`src/hw/rtl/two_class_ratio_merge_queue_unit_assert.svh`:
```
// ----------------------------------------------------------------------------
// Assertion macros for the two-class ratio merge queue.
// Every macro expects clk and arst_n in the scope where it is used.
// ----------------------------------------------------------------------------
`ifndef TWO_CLASS_RATIO_MERGE_QUEUE_UNIT_ASSERT_SVH
`define TWO_CLASS_RATIO_MERGE_QUEUE_UNIT_ASSERT_SVH

// The expression holds at every clock edge out of reset.
`define TRMQ_ASSERT_ALWAYS(lbl, expr) \
	lbl: assert property (@(posedge clk) disable iff (!arst_n) (expr)) \
		else $error("trmq: invariant violated");

// When the antecedent holds, the consequent holds in the same cycle.
`define TRMQ_ASSERT_SAME(lbl, ante, cons) \
	lbl: assert property (@(posedge clk) disable iff (!arst_n) (ante) |-> (cons)) \
		else $error("trmq: same-cycle implication violated");

// When the antecedent holds, the consequent holds in the next cycle.
`define TRMQ_ASSERT_NEXT(lbl, ante, cons) \
	lbl: assert property (@(posedge clk) disable iff (!arst_n) (ante) |=> (cons)) \
		else $error("trmq: next-cycle implication violated");

`endif

```
`src/hw/rtl/trmq_pkg.sv`:
```
// ----------------------------------------------------------------------------
// trmq_pkg
// Types and constants shared by the two-class ratio merge queue.
// ----------------------------------------------------------------------------
`default_nettype none

package trmq_pkg;

	localparam int DEF_QUEUE_DEPTH = 16;
	localparam int ID_W            = 16;
	localparam int PASS_W          = 8;
	localparam int RATIO_W         = 8;
	localparam int STATUS_W        = 2;

	localparam logic [RATIO_W-1:0] RATIO_RESET = 8'd4;
	localparam logic [RATIO_W-1:0] SERVED_MAX  = 8'hFF;

	localparam logic MODE_ENQ = 1'b0;
	localparam logic MODE_DEQ = 1'b1;

	localparam logic [STATUS_W-1:0] ST_OK    = 2'd0;
	localparam logic [STATUS_W-1:0] ST_FULL  = 2'd1;
	localparam logic [STATUS_W-1:0] ST_EMPTY = 2'd2;

	typedef struct packed {
		logic              mode;
		logic [ID_W-1:0]   item_id;
		logic              is_premium;
		logic [PASS_W-1:0] passes_in;
	} req_t;

	typedef struct packed {
		logic [STATUS_W-1:0] status;
		logic [ID_W-1:0]     out_id;
		logic                from_priority;
		logic [PASS_W-1:0]   passes_left;
	} rsp_t;

endpackage

`default_nettype wire

```
`src/hw/rtl/trmq_ram.sv`:
```
// ----------------------------------------------------------------------------
// trmq_ram
// Generic single-write, single-read RAM with a registered read port.
// ----------------------------------------------------------------------------
`default_nettype none

module trmq_ram #(
	parameter int WIDTH = 16,
	parameter int DEPTH = 16
) (
	input  wire logic                     clk,
	input  wire logic                     we,
	input  wire logic [$clog2(DEPTH)-1:0] waddr,
	input  wire logic [WIDTH-1:0]         wdata,
	input  wire logic                     re,
	input  wire logic [$clog2(DEPTH)-1:0] raddr,
	output logic      [WIDTH-1:0]         rdata
);

	logic [WIDTH-1:0] mem_q [DEPTH];

	always_ff @(posedge clk) begin
		if (we) begin
			mem_q[waddr] <= wdata;
		end
		if (re) begin
			rdata <= mem_q[raddr];
		end
	end

endmodule

`default_nettype wire

```
`src/hw/rtl/two_class_ratio_merge_queue_unit.sv`:
```
// ----------------------------------------------------------------------------
// two_class_ratio_merge_queue_unit: enqueue and empty dequeue give their result in the cycle
// after the transfer, one per cycle unless the response stalls; a pop waits on the registered
// RAM read and the response register; the next request is taken once the read data is back.
// Reset clears pointers, fill counts and the service counter and sets the service ratio to 4;
// the RAMs are not cleared and need no clearing pass.
// ----------------------------------------------------------------------------
`default_nettype none

`include "two_class_ratio_merge_queue_unit_assert.svh"

module two_class_ratio_merge_queue_unit
	import trmq_pkg::*;
#(
	parameter int QUEUE_DEPTH = DEF_QUEUE_DEPTH
) (
	input  wire logic               clk,
	input  wire logic               arst_n,
	input  wire logic               req_valid,
	output logic                    req_stall,
	input  wire req_t               req,
	output logic                    rsp_valid,
	input  wire logic               rsp_stall,
	output rsp_t                    rsp,
	input  wire logic               cfg_valid,
	output logic                    cfg_ready,
	input  wire logic [RATIO_W-1:0] cfg_data
);

	localparam int AW = $clog2(QUEUE_DEPTH);
	localparam int CW = $clog2(QUEUE_DEPTH + 1);
	localparam logic [AW-1:0] LAST_SLOT = AW'(QUEUE_DEPTH - 1);
	localparam logic [CW-1:0] FULL_CNT  = CW'(QUEUE_DEPTH);

	typedef enum logic [1:0] {
		S_IDLE = 2'b01,
		S_READ = 2'b10
	} state_t;

	state_t state_q;

	logic [AW-1:0]      reg_head_q, reg_tail_q, pri_head_q, pri_tail_q;
	logic [CW-1:0]      reg_cnt_q, pri_cnt_q;
	logic [RATIO_W-1:0] served_q;
	logic [RATIO_W-1:0] ratio_q;
	logic               sel_pri_s1;

	rsp_t rsp_q;
	logic rsp_valid_q;

	logic              accept, rsp_free;
	logic              is_enq, is_deq, to_pri;
	logic              reg_has, pri_has, reg_full, pri_full;
	logic              serve_pri;
	logic              reg_we, pri_we, reg_re, pri_re;
	logic              load_now;
	rsp_t              rsp_now;
	logic [ID_W-1:0]   reg_rdata, pri_rdata;

	assign cfg_ready = 1'b1;
	assign rsp_valid = rsp_valid_q;
	assign rsp       = rsp_q;

	assign rsp_free  = !rsp_valid_q || !rsp_stall;
	assign req_stall = (state_q != S_IDLE) || !rsp_free;
	assign accept    = req_valid && !req_stall;

	assign is_enq   = (req.mode == MODE_ENQ);
	assign is_deq   = (req.mode == MODE_DEQ);
	assign to_pri   = req.is_premium && (req.passes_in != '0);
	assign reg_has  = (reg_cnt_q != '0);
	assign pri_has  = (pri_cnt_q != '0);
	assign reg_full = (reg_cnt_q == FULL_CNT);
	assign pri_full = (pri_cnt_q == FULL_CNT);

	// Priority wins once the regular quota is used up, or when nothing regular waits.
	assign serve_pri = pri_has && ((served_q >= ratio_q) || !reg_has);

	assign reg_we = accept && is_enq && !to_pri && !reg_full;
	assign pri_we = accept && is_enq && to_pri && !pri_full;
	assign reg_re = accept && is_deq && !serve_pri && reg_has;
	assign pri_re = accept && is_deq && serve_pri;

	// Results that need no RAM read are formed right at the transfer.
	always_comb begin
		rsp_now  = '0;
		load_now = accept && !(reg_re || pri_re);
		if (is_enq) begin
			rsp_now.from_priority = to_pri;
			rsp_now.passes_left   = req.passes_in;
			if (to_pri) begin
				if (pri_full) begin
					rsp_now.status = ST_FULL;
				end else begin
					rsp_now.passes_left = req.passes_in - PASS_W'(1);
				end
			end else if (reg_full) begin
				rsp_now.status = ST_FULL;
			end
		end else begin
			rsp_now.status = ST_EMPTY;
		end
	end

	trmq_ram #(
		.WIDTH (ID_W),
		.DEPTH (QUEUE_DEPTH)
	) u_reg_ram (
		.clk   (clk),
		.we    (reg_we),
		.waddr (reg_tail_q),
		.wdata (req.item_id),
		.re    (reg_re),
		.raddr (reg_head_q),
		.rdata (reg_rdata)
	);

	trmq_ram #(
		.WIDTH (ID_W),
		.DEPTH (QUEUE_DEPTH)
	) u_pri_ram (
		.clk   (clk),
		.we    (pri_we),
		.waddr (pri_tail_q),
		.wdata (req.item_id),
		.re    (pri_re),
		.raddr (pri_head_q),
		.rdata (pri_rdata)
	);

	always_ff @(posedge clk or negedge arst_n) begin
		if (!arst_n) begin
			state_q    <= S_IDLE;
			reg_head_q <= '0;
			reg_tail_q <= '0;
			reg_cnt_q  <= '0;
			pri_head_q <= '0;
			pri_tail_q <= '0;
			pri_cnt_q  <= '0;
			served_q   <= '0;
			ratio_q    <= RATIO_RESET;
			sel_pri_s1 <= 1'b0;
		end else begin
			if (cfg_valid && cfg_ready) begin
				ratio_q <= cfg_data;
			end
			if (reg_we) begin
				reg_tail_q <= (reg_tail_q == LAST_SLOT) ? '0 : reg_tail_q + AW'(1);
				reg_cnt_q  <= reg_cnt_q + CW'(1);
			end
			if (pri_we) begin
				pri_tail_q <= (pri_tail_q == LAST_SLOT) ? '0 : pri_tail_q + AW'(1);
				pri_cnt_q  <= pri_cnt_q + CW'(1);
			end
			if (reg_re) begin
				reg_head_q <= (reg_head_q == LAST_SLOT) ? '0 : reg_head_q + AW'(1);
				reg_cnt_q  <= reg_cnt_q - CW'(1);
				if (served_q != SERVED_MAX) begin
					served_q <= served_q + RATIO_W'(1);
				end
			end
			if (pri_re) begin
				pri_head_q <= (pri_head_q == LAST_SLOT) ? '0 : pri_head_q + AW'(1);
				pri_cnt_q  <= pri_cnt_q - CW'(1);
				served_q   <= '0;
			end
			unique case (state_q)
				S_IDLE: begin
					if (reg_re || pri_re) begin
						state_q    <= S_READ;
						sel_pri_s1 <= pri_re;
					end
				end
				S_READ: begin
					state_q <= S_IDLE;
				end
				default: begin
					state_q <= S_IDLE;
				end
			endcase
		end
	end

	always_ff @(posedge clk or negedge arst_n) begin
		if (!arst_n) begin
			rsp_valid_q <= 1'b0;
		end else if (load_now || state_q == S_READ) begin
			rsp_valid_q <= 1'b1;
		end else if (!rsp_stall) begin
			rsp_valid_q <= 1'b0;
		end
	end

	always_ff @(posedge clk) begin
		if (load_now) begin
			rsp_q <= rsp_now;
		end else if (state_q == S_READ) begin
			rsp_q.status        <= ST_OK;
			rsp_q.out_id        <= sel_pri_s1 ? pri_rdata : reg_rdata;
			rsp_q.from_priority <= sel_pri_s1;
			rsp_q.passes_left   <= '0;
		end
	end

	`TRMQ_ASSERT_ALWAYS(a_reg_cnt_bound, reg_cnt_q <= FULL_CNT)
	`TRMQ_ASSERT_ALWAYS(a_pri_cnt_bound, pri_cnt_q <= FULL_CNT)
	`TRMQ_ASSERT_SAME(a_read_slot_free, state_q == S_READ, !rsp_valid_q && req_stall)
	`TRMQ_ASSERT_NEXT(a_read_delivers, state_q == S_READ, rsp_valid_q)
	`TRMQ_ASSERT_SAME(a_reg_empty_ptrs, reg_cnt_q == '0, reg_head_q == reg_tail_q)

endmodule

`default_nettype wire
```
`config.mk`:
```
export PLATFORM = sky130hd
export DESIGN_NAME = two_class_ratio_merge_queue_unit
export DESIGN_NICKNAME = d
export VERILOG_FILES = /design/src/hw/rtl/trmq_pkg.sv /design/src/hw/rtl/trmq_ram.sv /design/src/hw/rtl/two_class_ratio_merge_queue_unit.sv
export VERILOG_INCLUDE_DIRS = /design/src /design/src/hw/rtl
export SDC_FILE = /design/constraint.sdc
export NUM_CORES = 1
export LEC_CHECK = 0
export BUFFER_PORTS_ARGS = -buffer_cell sky130_fd_sc_hd__buf_2
export CAP_MARGIN = 20
export CORE_ASPECT_RATIO = 1.4
export CORE_MARGIN = 1
export CORE_UTILIZATION = 56
export DETAILED_ROUTE_END_ITERATION = 16
export PLACE_DENSITY_LB_ADDON = 0.05
export SLEW_MARGIN = 10
export SYNTH_ARGS = -nofsm -noshare
export SYNTH_HDL_FRONTEND = slang
export SYNTH_SLANG_ARGS = --single-unit
```
`constraint.sdc`:
```
create_clock -name clk -period 3.8 [get_ports clk]
set_input_delay 0.57 -clock clk [delete_from_list [all_inputs] [get_ports clk]]
set_output_delay 0.57 -clock clk [all_outputs]
set_load 0.01 [all_outputs]
```
# After elaboration in Yosys (flattened, before gate mapping)
# Memories as Yosys holds them, arrays and structs flattened. A register that Yosys moved wholly into a read port is not among the register bits.
# Cells that the tools add are included.
# word_totals
word_cells,108
ram_bits,512
mem_count,2
out_inout_bits,30
ff_bits,73
# classes
n_mux,29
n_lt_le_gt_ge,1
eq_ne,12
n_reduce_logical,38
bitwise,1
add_sub_neg,10
# memory_table
name,depth,width,read_ports,rd_ports_with_merged_regs,write_ports,line,text
u_pri_ram.mem_q,16,16,1,1,1,trmq_ram.sv:20,logic [WIDTH-1:0] mem_q [DEPTH];
u_reg_ram.mem_q,16,16,1,1,1,trmq_ram.sv:20,
# ops
operator,count
27-bit two-way mux,2
8-bit two-way mux,5
5-bit two-way mux,4
4-bit by 1-bit adder with 4-bit output (second input constant),4
4-bit equality test (second input constant),4
16-bit two-way mux,1
4-bit two-way mux,4
1-bit logical AND,13
5-bit by 1-bit adder with 5-bit output (second input constant),2
5-bit equality test (second input constant),2
1-bit zero test,10
2-bit nonzero test,5
5-bit nonzero test,2
5-bit by 1-bit subtractor with 5-bit output (second input constant),2
9-bit two-way mux,1
8-bit by 1-bit adder with 8-bit output (second input constant),1
8-bit >= comparator,1
1-bit two-way mux,8
2-bit two-way mux,4
8-bit != test (second input constant),1
8-bit nonzero test,1
8-bit by 1-bit subtractor with 8-bit output (second input constant),1
1-bit logical OR,5
2-bit by 1-bit != test with 1-bit output (second input constant),2
other kinds (5),6

# Logic depth before layout (Yosys ltp)
# Gate-level depths: netlist of run 1.
# depth
word_depth,14
mapped_depth,14
depth_no_buf,13

# Modules after synthesis
# A second synthesis of run 1 with hierarchy kept.
# hier_totals
hier_cells,1234
area_unflattened_um2,24283.3
# by_module_without_submodules
mod,area_per_inst_um2,seq_area_each_um2,cells_per_inst,n_inst
trmq_ram,10203.5,8167.8,432,2
two_class_ratio_merge_queue_unit,3876.2,1804.2,370,1

# Least setup slack after synthesis of run 1
# OpenSTA, ideal clock, no wires.
# synth_path
path_type,reg2reg
startpoint,register served_q[0]
endpoint,register reg_cnt_q[4]
setup_ns,0.140
path_slack_ns,0.170
arrival_time_ns,3.489
required_ns,3.660
synth_period_minus_slack_ns,3.630
stages_incl_launch_ff,15
cell_sequence,dfrtp_1 -> inv_1 -> ha_1 -> nand2b_1 -> a2111o_1 -> a211oi_1 -> buf_4 -> o21ai_2 -> inv_1 -> ha_1 -> a21o_1 -> a21oi_1 -> nor2b_1 -> a221oi_1 -> nand4_1
# synth_via
elab_chain_cells,7
elab_cells_between_ends,8
# synth_lines
element,line,text
start: declaration,two_class_ratio_merge_queue_unit.sv:44,logic [RATIO_W-1:0] served_q;
start signal: assignment,two_class_ratio_merge_queue_unit.sv:159,served_q <= served_q + RATIO_W'(1);
8-bit >= comparator *,two_class_ratio_merge_queue_unit.sv:77,assign serve_pri = pri_has && ((served_q >= ratio_q) || !reg_has);
1-bit logical OR *,two_class_ratio_merge_queue_unit.sv:77,
1-bit logical AND *,two_class_ratio_merge_queue_unit.sv:77,
1-bit zero test *,two_class_ratio_merge_queue_unit.sv:81,assign reg_re = accept && is_deq && !serve_pri && reg_has;
1-bit logical AND * (2 in a row),two_class_ratio_merge_queue_unit.sv:81,
named net reg_re,two_class_ratio_merge_queue_unit.sv:55,"logic reg_we, pri_we, reg_re, pri_re;"
5-bit two-way mux or 2-bit nonzero test (tied branches),--,
end signal: assignment,two_class_ratio_merge_queue_unit.sv:149,reg_cnt_q <= reg_cnt_q + CW'(1);
end signal: assignment,two_class_ratio_merge_queue_unit.sv:157,reg_cnt_q <= reg_cnt_q - CW'(1);
end: declaration,two_class_ratio_merge_queue_unit.sv:43,"logic [CW-1:0] reg_cnt_q, pri_cnt_q;"
# The timed path passes the listed nets; every way through them passes the cells marked *.
# A chain may end at the register's enable or synchronous reset.

# Final worst setup path of run 1
# Ends and elaborated chain as after synthesis.

==> results of run 1 <==
## stage by stage
step / power, mW / hold slack (ps) / area (sq um) / std cells
2_1_floorplan: 11.3 / 274 / 24600 / 1303
3_3_place_gp: 12.5 / 491 / 25900 / 1911
3_5_place_dp: 12.5 / 496 / 25900 / 1911
4_1_cts: 17.9 / 97.9 / 27600 / 2016
5_1_grt: 18.5 / 154 / 27600 / 2018
6_report: 17.7 / 93.6 / 27600 / 2018
## cell families after synthesis
logic type               synth area share, %
XOR/XNOR                               0.748
adder cells (fa/ha/maj)                 1.54
other                                 0.0152
buffers and inverters                   1.57
flip-flops                              73.7
AO/OA/AOI/OAI                           4.29
AND/OR/NAND/NOR                         3.91
multiplexers                            14.2
## path summary, 6_finish.rpt
check / from / end / slack, ps / cells after the start
worst max-delay path: served_q[0] / reg_cnt_q[4] / 250 / 13
worst min-delay path: arst_n / ratio_q[7] / 90 / 1
worst max register to register: served_q[0] / reg_cnt_q[4] / 250 / 13
worst min register to register: rsp[9] / rsp[9] / 500 / 2
max in group asynchronous: arst_n / reg_head_q[0] / 3010 / 2
min in group clk: cfg_data[2] / ratio_q[2] / 200 / 3
## area by class of cell
cell class | count | area share [%]
well taps | 552 | 2.50
flip-flops and latches | 617 | 65.6
clock inverters | 35 | 1.00
diodes | 1 | 0.00905
multi-input cells | 599 | 22.1
clock buffers | 70 | 5.34
inverters | 22 | 0.299
repair buffers | 122 | 3.08
## sequential cells by signal, summed over array words and instances, names as in the netlist, 8 cells and up
name and flops:
served_q 8, u_reg_ram.rdata 16, u_pri_ram.mem_q 256, u_pri_ram.rdata 16, ratio_q 8, rsp 27, u_reg_ram.mem_q 256
## layer usage
layer	GRT usage, %	share of wire [%]	vias up	wire length (um)
li1	-	-	5482	-
met3	2.99	4.2	78	2050
met1	32.1	42	6294	20600
met5	0	0	-	0
met2	38.2	52	284	25500
met4	6.55	2.4	0	1180
## power groups by stage
stage / logic [mW] / registers [mW] / clock network [mW]
2_1_floorplan: 3.18 / 8.17 / 0
3_3_place_gp: 3.93 / 8.54 / 0
3_5_place_dp: 3.95 / 8.56 / 0
4_1_cts: 3.98 / 8.42 / 5.52
5_1_grt: 4.24 / 8.47 / 5.77
6_report: 3.91 / 8.40 / 5.41
## critical path, cell delays in order, from the launching register on
cell	delay, ps
dfrtp_1	400
inv_1	60
ha_1	270
nand2b_1	140
a2111o_1	450
a211oi_2	330
o21ai_2	170
inv_1	180
ha_1	300
a21o_1	180
a21oi_1	390
nor2b_1	90
a221oi_1	300
nand4_1	140
## cell usage after synthesis, drive strengths merged, types with 5 or more instances
library cell	n
nor2	49
inv	22
mux2i	67
nand2b	5
dfrtp	44
o21ai	53
mux4	112
a21o	6
xor2	8
a221oi	17
xnor2	13
nor3	6
a22oi	17
a211oi	19
nor2b	6
clkbuf	34
dfxtp	16
and2	18
nand3	16
a21oi	26
mux2	26
ha	27
buf	31
and3	6
nand4	6
nor4	6
nand2	47
edfxtp	555
==> results.json, run 1 <==
{
  "outcome": "finished, violations left",
  "violations": "DRC",
  "synth_edf_count": 555,
  "grt.overflow.total": 0,
  "die-area_sq_um": 44800,
  "synth_area_sq_um": 24600,
  "ys.flop_type": "edfxtp_1",
  "cp-end-kind": "flip-flop",
  "synth_area_leaders": "edfxtp_1, mux4_2, dfrtp_1, mux2i_1, ha_1",
  "core_sq_um": 43200,
  "h-tree-depth": 2,
  "p_switching_mw": 4.80,
  "grtUsageTotal_pct": 23.0,
  "slew_headroom_pct": 32.3,
  "cts_setup_buffers": 0,
  "p_clk_share_pct": 30.5,
  "rsz0062_at_grt": "no",
  "cap_violations": 0,
  "gp_congestion": 0.806,
  "regArea_sq_um": 18100,
  "ys_ff_latch": 617,
  "grt_pass1_wl_mm": 75.8,
  "port_buffers": 67,
  "layout_min_cycle_time_ps": 3550,
  "ctsResizeCount": 0,
  "dp_slack_ps": 325,
  "swShare_pct": 27.1,
  "cts_root_buffer": "clkbuf_16",
  "tightest_slew_ps": 1020,
  "p_int_mw": 12.9,
  "mostFrequentLayoutCell": "edfxtp_1",
  "fmax_mhz": 282,
  "layout-drive-gt1-share_pct": 25.7,
  "dr.pass1.iters": 11,
  "ys_types": 70,
  "p_comb_share_pct": 22.1,
  "yosysTopAreaCell": "edfxtp_1",
  "crit_required_ps": 4230,
  "hold_viol": 0,
  "synthArstFlopShare_pct": 7.46,
  "tritoncts": "done",
  "clk_path_buf_depth": 3,
  "totalWireLength_mm": 49.3,
  "clk_pin_slew_worst_paths_ps": 60,
  "drcViolationCount": 4,
  "antenna_left": 0,
  "synth_fp_nets": 1371,
  "setup_tns_ps": 0,
  "die_w_um": 179,
  "grt_pass1_vias": 12500,
  "wl_per_cell_um": 24.5,
  "nFillCells": 3090,
  "cts_num_sinks": 617,
  "grt_max_degree": 51,
  "antenna_found_initial": 1,
  "drt_iter0_drc": 999,
  "power_density_nw_per_um2": 641,
  "synthDominantCellAreaShare_pct": 67.7,
  "synthCells": 1303,
  "skew_ps": 18.5,
  "setup_ws_ps": 253,
  "final_cell_mix": "edfxtp_1, mux4_2, mux2i_1, buf_2, clkbuf_16",
  "ir_drop_uv": 455,
  "fin_crit_sh_pct": 93.4,
  "ioPinCount": 69,
  "fin_nets": 1486,
  "multi_input_area_sq_um": 6120,
  "min_path_type": "input pin to async pin",
  "drv_slew": 0,
  "viasPerCell": 6.01,
  "worstSetupPathType": "flip-flop to flip-flop",
  "clk_latency_ps": 590,
  "num_rows": 90,
  "die_h_um": 250,
  "path_max_fanout": 6,
  "vias": 12100,
  "finalSetupViolations": 0,
  "numCtsBuffers": 56,
  "utilization_pct": 63.9,
  "avgSynthCellArea_sq_um": 18.9,
  "start_util_pct": 56.9,
  "synth_seq_area_share_pct": 73.7,
  "ys_warn_count": 0,
  "p_leak_nw": 9.32,
  "dp_hpwl_mm": 31.3,
  "area_delta_synth_final_pct": 12.4,
  "cp-start-kind": "flip-flop",
  "p_seq_share_pct": 47.4,
  "postCtsHoldBufs": 0,
  "worstPathArrival_ps": 3980
}
Note: power is estimated with default switching activity, not from simulation.
==> inputs of run 2 (changes only) <==
--- a/config.mk
+++ b/config.mk
@@ -10,9 +10,10 @@
 export CAP_MARGIN = 20
 export CORE_ASPECT_RATIO = 1.4
 export CORE_MARGIN = 1
-export CORE_UTILIZATION = 56
+export CORE_UTILIZATION = 35
 export DETAILED_ROUTE_END_ITERATION = 16
 export PLACE_DENSITY_LB_ADDON = 0.05
+export REMOVE_ABC_BUFFERS = 1
 export SLEW_MARGIN = 10
 export SYNTH_ARGS = -nofsm -noshare
 export SYNTH_HDL_FRONTEND = slang
==> constraint.sdc (replaced) <==
create_clock -name clk -period 4.4 [get_ports clk]
set_input_delay 0.66 -clock clk [delete_from_list [all_inputs] [get_ports clk]]
set_output_delay 0.66 -clock clk [all_outputs]
set_load 0.01 [all_outputs]
==> run 2 against run 1 <==
Against the previous run:
- the run now ends clean
- sequential cell count unchanged
- non-clock buffer count up 6
- clock power about the same
- total power decreased by 8.7%
- register-to-register slack improved by 620 ps
- die area is 59% higher
- fmax rose by 0.44%
- first-iteration DRC count is 38% lower
- cell count rose by 20%
- design area rose by 3.0%
- critical path depth fell by 1
- setup slack better by 620 ps
==> results.json, run 2 (synthesis results as in run 1) <==
{
  "worstPathArrival_ps": 3980,
  "viasPerCell": 5.05,
  "gp_congestion": 0.772,
  "p_seq_share_pct": 45.1,
  "antenna_found_initial": 1,
  "final_cell_mix": "edfxtp_1, mux4_2, clkbuf_16",
  "tightest_slew_ps": 1090,
  "clk_path_buf_depth": 3,
  "grt_pass1_wl_mm": 86.5,
  "die-area_sq_um": 71400,
  "ioPinCount": 69,
  "crit_slowest_cell": "nor4_2",
  "vias": 12200,
  "grt.overflow.total": 0,
  "ir_drop_uv": 286,
  "cpPeakStageDelay_ps": 450,
  "layout_min_cycle_time_ps": 3530,
  "fin_crit_sh_pct": 80.3,
  "clk_latency_ps": 600,
  "p_leak_nw": 9.49,
  "worstSetupPathType": "flip-flop to flip-flop",
  "cp-start-kind": "flip-flop",
  "path_max_fanout": 8,
  "layout-drive-gt1-share_pct": 27.1,
  "grtUsageTotal_pct": 16.8,
  "cp-end-kind": "flip-flop",
  "totalWireLength_mm": 58.0,
  "ctsResizeCount": 0,
  "drt_iter0_drc": 624,
  "die_h_um": 316,
  "p_comb_share_pct": 21.3,
  "mostFrequentLayoutCell": "edfxtp_1",
  "timing.hold.ws_ps": 174,
  "regArea_sq_um": 18200,
  "crit_required_ps": 4850,
  "outcome": "finished, final reports clean",
  "p_clk_share_pct": 33.6,
  "num_rows": 114,
  "clk_pin_slew_worst_paths_ps": 60,
  "cap_violations": 0,
  "nFillCells": 6331,
  "utilization_pct": 41.1,
  "cts_setup_buffers": 0,
  "power_density_nw_per_um2": 569,
  "grt_max_degree": 47,
  "cts_num_sinks": 617,
  "h-tree-depth": 3,
  "area_delta_synth_final_pct": 15.7,
  "p_int_mw": 11.7,
  "path_cells": "nor4_2, and2b_1, buf_4, a211oi_2, o21ai_2, inv_1, fa_1, a21o_1, a21oi_1, nor2b_1, a221oi_1, nand4_1",
  "min_path_type": "input pin to async pin",
  "drcViolationCount": 0,
  "multi_input_area_sq_um": 6150,
  "numCtsBuffers": 66,
  "wl_per_cell_um": 24.0,
  "port_buffers": 67,
  "diodes": 0,
  "dr.pass1.iters": 5,
  "tritoncts": "done",
  "grt_pass1_vias": 12900,
  "slew_headroom_pct": 27.1,
  "start_util_pct": 35.5,
  "die_w_um": 226,
  "finalSetupViolations": 0,
  "hold_viol": 0,
  "swShare_pct": 27.8,
  "skew_ps": 23.2,
  "dp_hpwl_mm": 36.0,
  "rsz0062_at_grt": "no",
  "drv_slew": 0,
  "postCtsHoldBufs": 0,
  "antenna_left": 0,
  "fmax_mhz": 283,
  "p_switching_mw": 4.50,
  "cts_root_buffer": "clkbuf_16",
  "core_sq_um": 69300,
  "fin_nets": 1502
}
## run 2: cell count changes in the layout (fill, tap and decap cells not counted), sizes merged
cell | previous run | this run
clkinv | 26 | 22
clkinvlp | 3 | 2
buf | 122 | 128
diode | 1 | 0
clkbuf | 70 | 89
## run 2: layer usage
layer | wire length [um] | GRT usage [%] | vias to the layer above
li1 | - | - | 5519
met1 | 24800 | 21.7 | 6422
met2 | 30400 | 29.4 | 176
met3 | 1650 | 2.14 | 69
met4 | 1070 | 5.18 | 0
met5 | 0 | 0 | -
## run 2: critical path, delay by kind of cell, from the launching register on
| family | cells | cell delay, ps |
|---|---|---|
| AOI/OAI and AO/OA | 5 | 1230 |
| and+or+nand+nor | 4 | 950 |
| DFF | 1 | 430 |
| adders and majority gates | 1 | 420 |
| buffers and inverters | 2 | 360 |
## run 2: final timing paths
| kind | start | to | slack [ps] | cells past startpoint |
|---|---|---|---|---|
| worst max-delay path | reg_cnt_q[1] | reg_cnt_q[4] | 870 | 12 |
| worst min-delay path | arst_n | ratio_q[1] | 170 | 2 |
| worst max register to register | reg_cnt_q[1] | reg_cnt_q[4] | 870 | 12 |
| worst min register to register | rsp[23] | rsp[23] | 510 | 2 |
| max in group asynchronous | arst_n | reg_head_q[1] | 3720 | 2 |
| min in group clk | cfg_data[2] | ratio_q[2] | 270 | 3 |
## run 2: final cells by class
cell class | instances | share of cell area (%)
Clock buffer | 89 | 6.36
Tap cell | 928 | 4.08
Clock inverter | 30 | 1.04
Multi-Input combinational cell | 599 | 21.6
Inverter | 22 | 0.290
Sequential cell | 617 | 63.8
Timing Repair Buffer | 128 | 2.87
## run 2: power groups by stage
stage / registers [mW] / logic [mW] / clock network [mW]
4_1_cts: 7.32 / 3.57 / 5.62
6_report: 7.30 / 3.45 / 5.43
3_3_place_gp: 7.45 / 3.56 / 0
2_1_floorplan: 7.54 / 2.31 / 0
3_5_place_dp: 7.44 / 3.55 / 0
5_1_grt: 7.37 / 3.78 / 5.82
## run 2: through the flow
| step | setup WS [ps] | instances | power, mW | TNS (ps) | area (sq um) |
|---|---|---|---|---|---|
| global route | 568 | 2413 | 17.0 | 0 | 28500 |
| floorplan | -30.1 | 1238 | 9.85 | -491 | 24300 |
| global placement | 938 | 2294 | 11.0 | 0 | 26400 |
| finish | 868 | 2413 | 16.2 | 0 | 28500 |
| CTS | 857 | 2413 | 16.5 | 0 | 28500 |
| detailed placement | 910 | 2294 | 11.0 | 0 | 26400 |
==> inputs of run 3 (changes only) <==
==> constraint.sdc (replaced) <==
create_clock -name clk -period 3.3 [get_ports clk]
set_input_delay 0.495 -clock clk [delete_from_list [all_inputs] [get_ports clk]]
set_output_delay 0.495 -clock clk [all_outputs]
set_load 0.01 [all_outputs]
==> run 3 against run 2 <==
Against the previous run:
- via count increased by 0.60%
- die area unchanged
- worst hold slack worse by 140 ps
- clock power up 34%
- register-to-register slack lost 690 ps
- sequential power is 30% higher
- clock-buffer cell count rose by 2
- utilization rose by 0.56 points
- sequential share of layout area shrank 0.87 points
- largest cell class unchanged
==> results.json, run 3 (synthesis results as in run 1) <==
{
  "fin_area_sq_um": 28900,
  "cap_violations": 0,
  "grt_use_met1_pct": 21.7,
  "start_util_pct": 35.5,
  "power_density_nw_per_um2": 755,
  "drt_iter0_drc": 763,
  "cp-start-kind": "flip-flop",
  "rr_endpoint": "reg_cnt_q[4]",
  "clk_pin_slew_worst_paths_ps": 60,
  "timing.hold.ws_ps": 38.2,
  "finalSetupViolations": 0,
  "grt_pass1_wl_mm": 87.2,
  "antenna_left": 0,
  "fin_nets": 1524,
  "cts_num_sinks": 617,
  "antenna_found_initial": 0,
  "worstSetupPathType": "flip-flop to flip-flop",
  "tritoncts": "done",
  "dr.pass1.iters": 5,
  "layout_min_cycle_time_ps": 3130,
  "dp_cells": 2310,
  "clk_latency_ps": 610,
  "tightest_slew_ps": 941,
  "mostFrequentLayoutCell": "edfxtp_1",
  "core_sq_um": 69300,
  "layout-drive-gt1-share_pct": 28.3,
  "die-area_sq_um": 71400,
  "dp_hpwl_mm": 36.2,
  "place_area_sq_um": 26700,
  "path_max_fanout": 5,
  "nFillCells": 6306,
  "worstPathArrival_ps": 3590,
  "hold_viol": 0,
  "outcome": "finished, final reports clean",
  "multi_input_area_sq_um": 6180,
  "rr_startpoint": "served_q[0]",
  "fmax_mhz": 320,
  "area_delta_synth_final_pct": 17.3,
  "p_leak_nw": 9.66,
  "use_met3_pct": 2.25,
  "grt_max_degree": 69,
  "gp_congestion": 0.751,
  "fin_crit_sh_pct": 94.7,
  "drv_slew": 0,
  "drcViolationCount": 0,
  "viasPerCell": 5.03,
  "rr_worst_depth": 14,
  "crit_required_ps": 3760,
  "die_h_um": 316,
  "p_int_mw": 15.7,
  "vias": 12300,
  "min_path_type": "input pin to async pin",
  "p_clk_share_pct": 33.3,
  "cp-end-kind": "flip-flop",
  "p_seq_share_pct": 43.6,
  "swShare_pct": 28.0,
  "num_rows": 114,
  "clk_path_buf_depth": 3,
  "slew_headroom_pct": 37.3,
  "p_comb_share_pct": 23.1,
  "regArea_sq_um": 18100,
  "p_switching_mw": 6.11,
  "numCtsBuffers": 66,
  "dp_slack_ps": -16.4,
  "grtUsageTotal_pct": 17.0,
  "grt_pass1_vias": 13000,
  "met2_usage_pct": 29.5,
  "cts_root_buffer": "clkbuf_16",
  "wl_per_cell_um": 24.1,
  "busiest_layer": "met2",
  "grt.overflow.total": 0,
  "ioPinCount": 69,
  "die_w_um": 226,
  "postCtsHoldBufs": 0,
  "ir_drop_uv": 511,
  "totalWireLength_mm": 58.8,
  "port_buffers": 67,
  "r2r_slack_ps": 170,
  "skew_ps": 18.8,
  "final_cell_mix": "edfxtp_1, mux4_2, clkbuf_16",
  "h-tree-depth": 3,
  "setup_ws_ps": 174,
  "finalNonFillerCells": 2439
}
## run 3: cell types whose count changed in the layout (fill, tap and decap cells not counted), moves of 2 or more
cell      delta
clkinv_4     -2
clkinv_8     -2
clkinv_1     +4
buf_4        +5
buf_12      +16
o21ai_0      -2
## run 3: power by group through the flow
| stage | combinational [mW] | clock [mW] | sequential, mW |
|---|---|---|---|
| after CTS | 5.13 | 7.50 | 9.52 |
| after global routing | 5.50 | 7.78 | 9.58 |
| after detailed placement | 5.09 | 0 | 9.68 |
| final | 5.04 | 7.25 | 9.50 |
| after floorplan | 3.08 | 0 | 10.0 |
| after global placement | 5.10 | 0 | 9.68 |
## run 3: how the worst max path moves through the flow
stage,startpoint,slack [ps],depth (start not counted),end
after floorplan,pri_head_q[0],-1130,3,u_pri_ram.rdata[11]
after global placement,served_q[0],70,14,reg_cnt_q[4]
after detailed placement,served_q[0],-20,14,reg_cnt_q[4]
after CTS,served_q[0],20,14,reg_cnt_q[4]
after global routing,served_q[0],-9,14,reg_cnt_q[4]
final,served_q[0],170,14,reg_cnt_q[4]
## run 3: stage by stage
step,utilization [%],total power [mW],TNS [ps]
6_report,41.6,21.8,0
5_1_grt,41.6,22.9,-8.82
4_1_cts,41.5,22.1,0
3_5_place_dp,38.5,14.8,-16.4
3_3_place_gp,38.5,14.8,0
2_1_floorplan,-,13.1,-38000
## run 3: critical path, stage by stage, from the launching register on
cell      delay, ps
dfrtp_1         340
inv_1            50
ha_1            270
nand2b_1        150
a2111o_1        420
a211oi_4        350
o21ai_4         120
inv_2           140
ha_4            220
a21o_1          160
a21oi_1         160
buf_4           160
nor2b_1          50
a221oi_1        280
nand4_1         130
## run 3: repair_timing
item / in CTS / in global routing
resized for setup: 3 / 7
setup endpoints to repair: 1 / 3
pin swaps: 1 / 4
setup buffers: 0 / 6
## run 3: per-layer routing
metal  vias to the layer above  share of wire, %
li1                       5558                 -
met4                         0               2.7
met2                       181                52
met5                         -                 0
met1                      6425                42
met3                        95               3.2
## run 3: layout make-up
cell class / count / area share [%]
flip-flops and latches: 617 / 62.9
multi-input cells: 599 / 21.4
clock buffers: 91 / 6.34
repair buffers: 150 / 4.13
well taps: 928 / 4.02
clock inverters: 31 / 0.889
inverters: 22 / 0.286
diodes: 1 / 0.00867
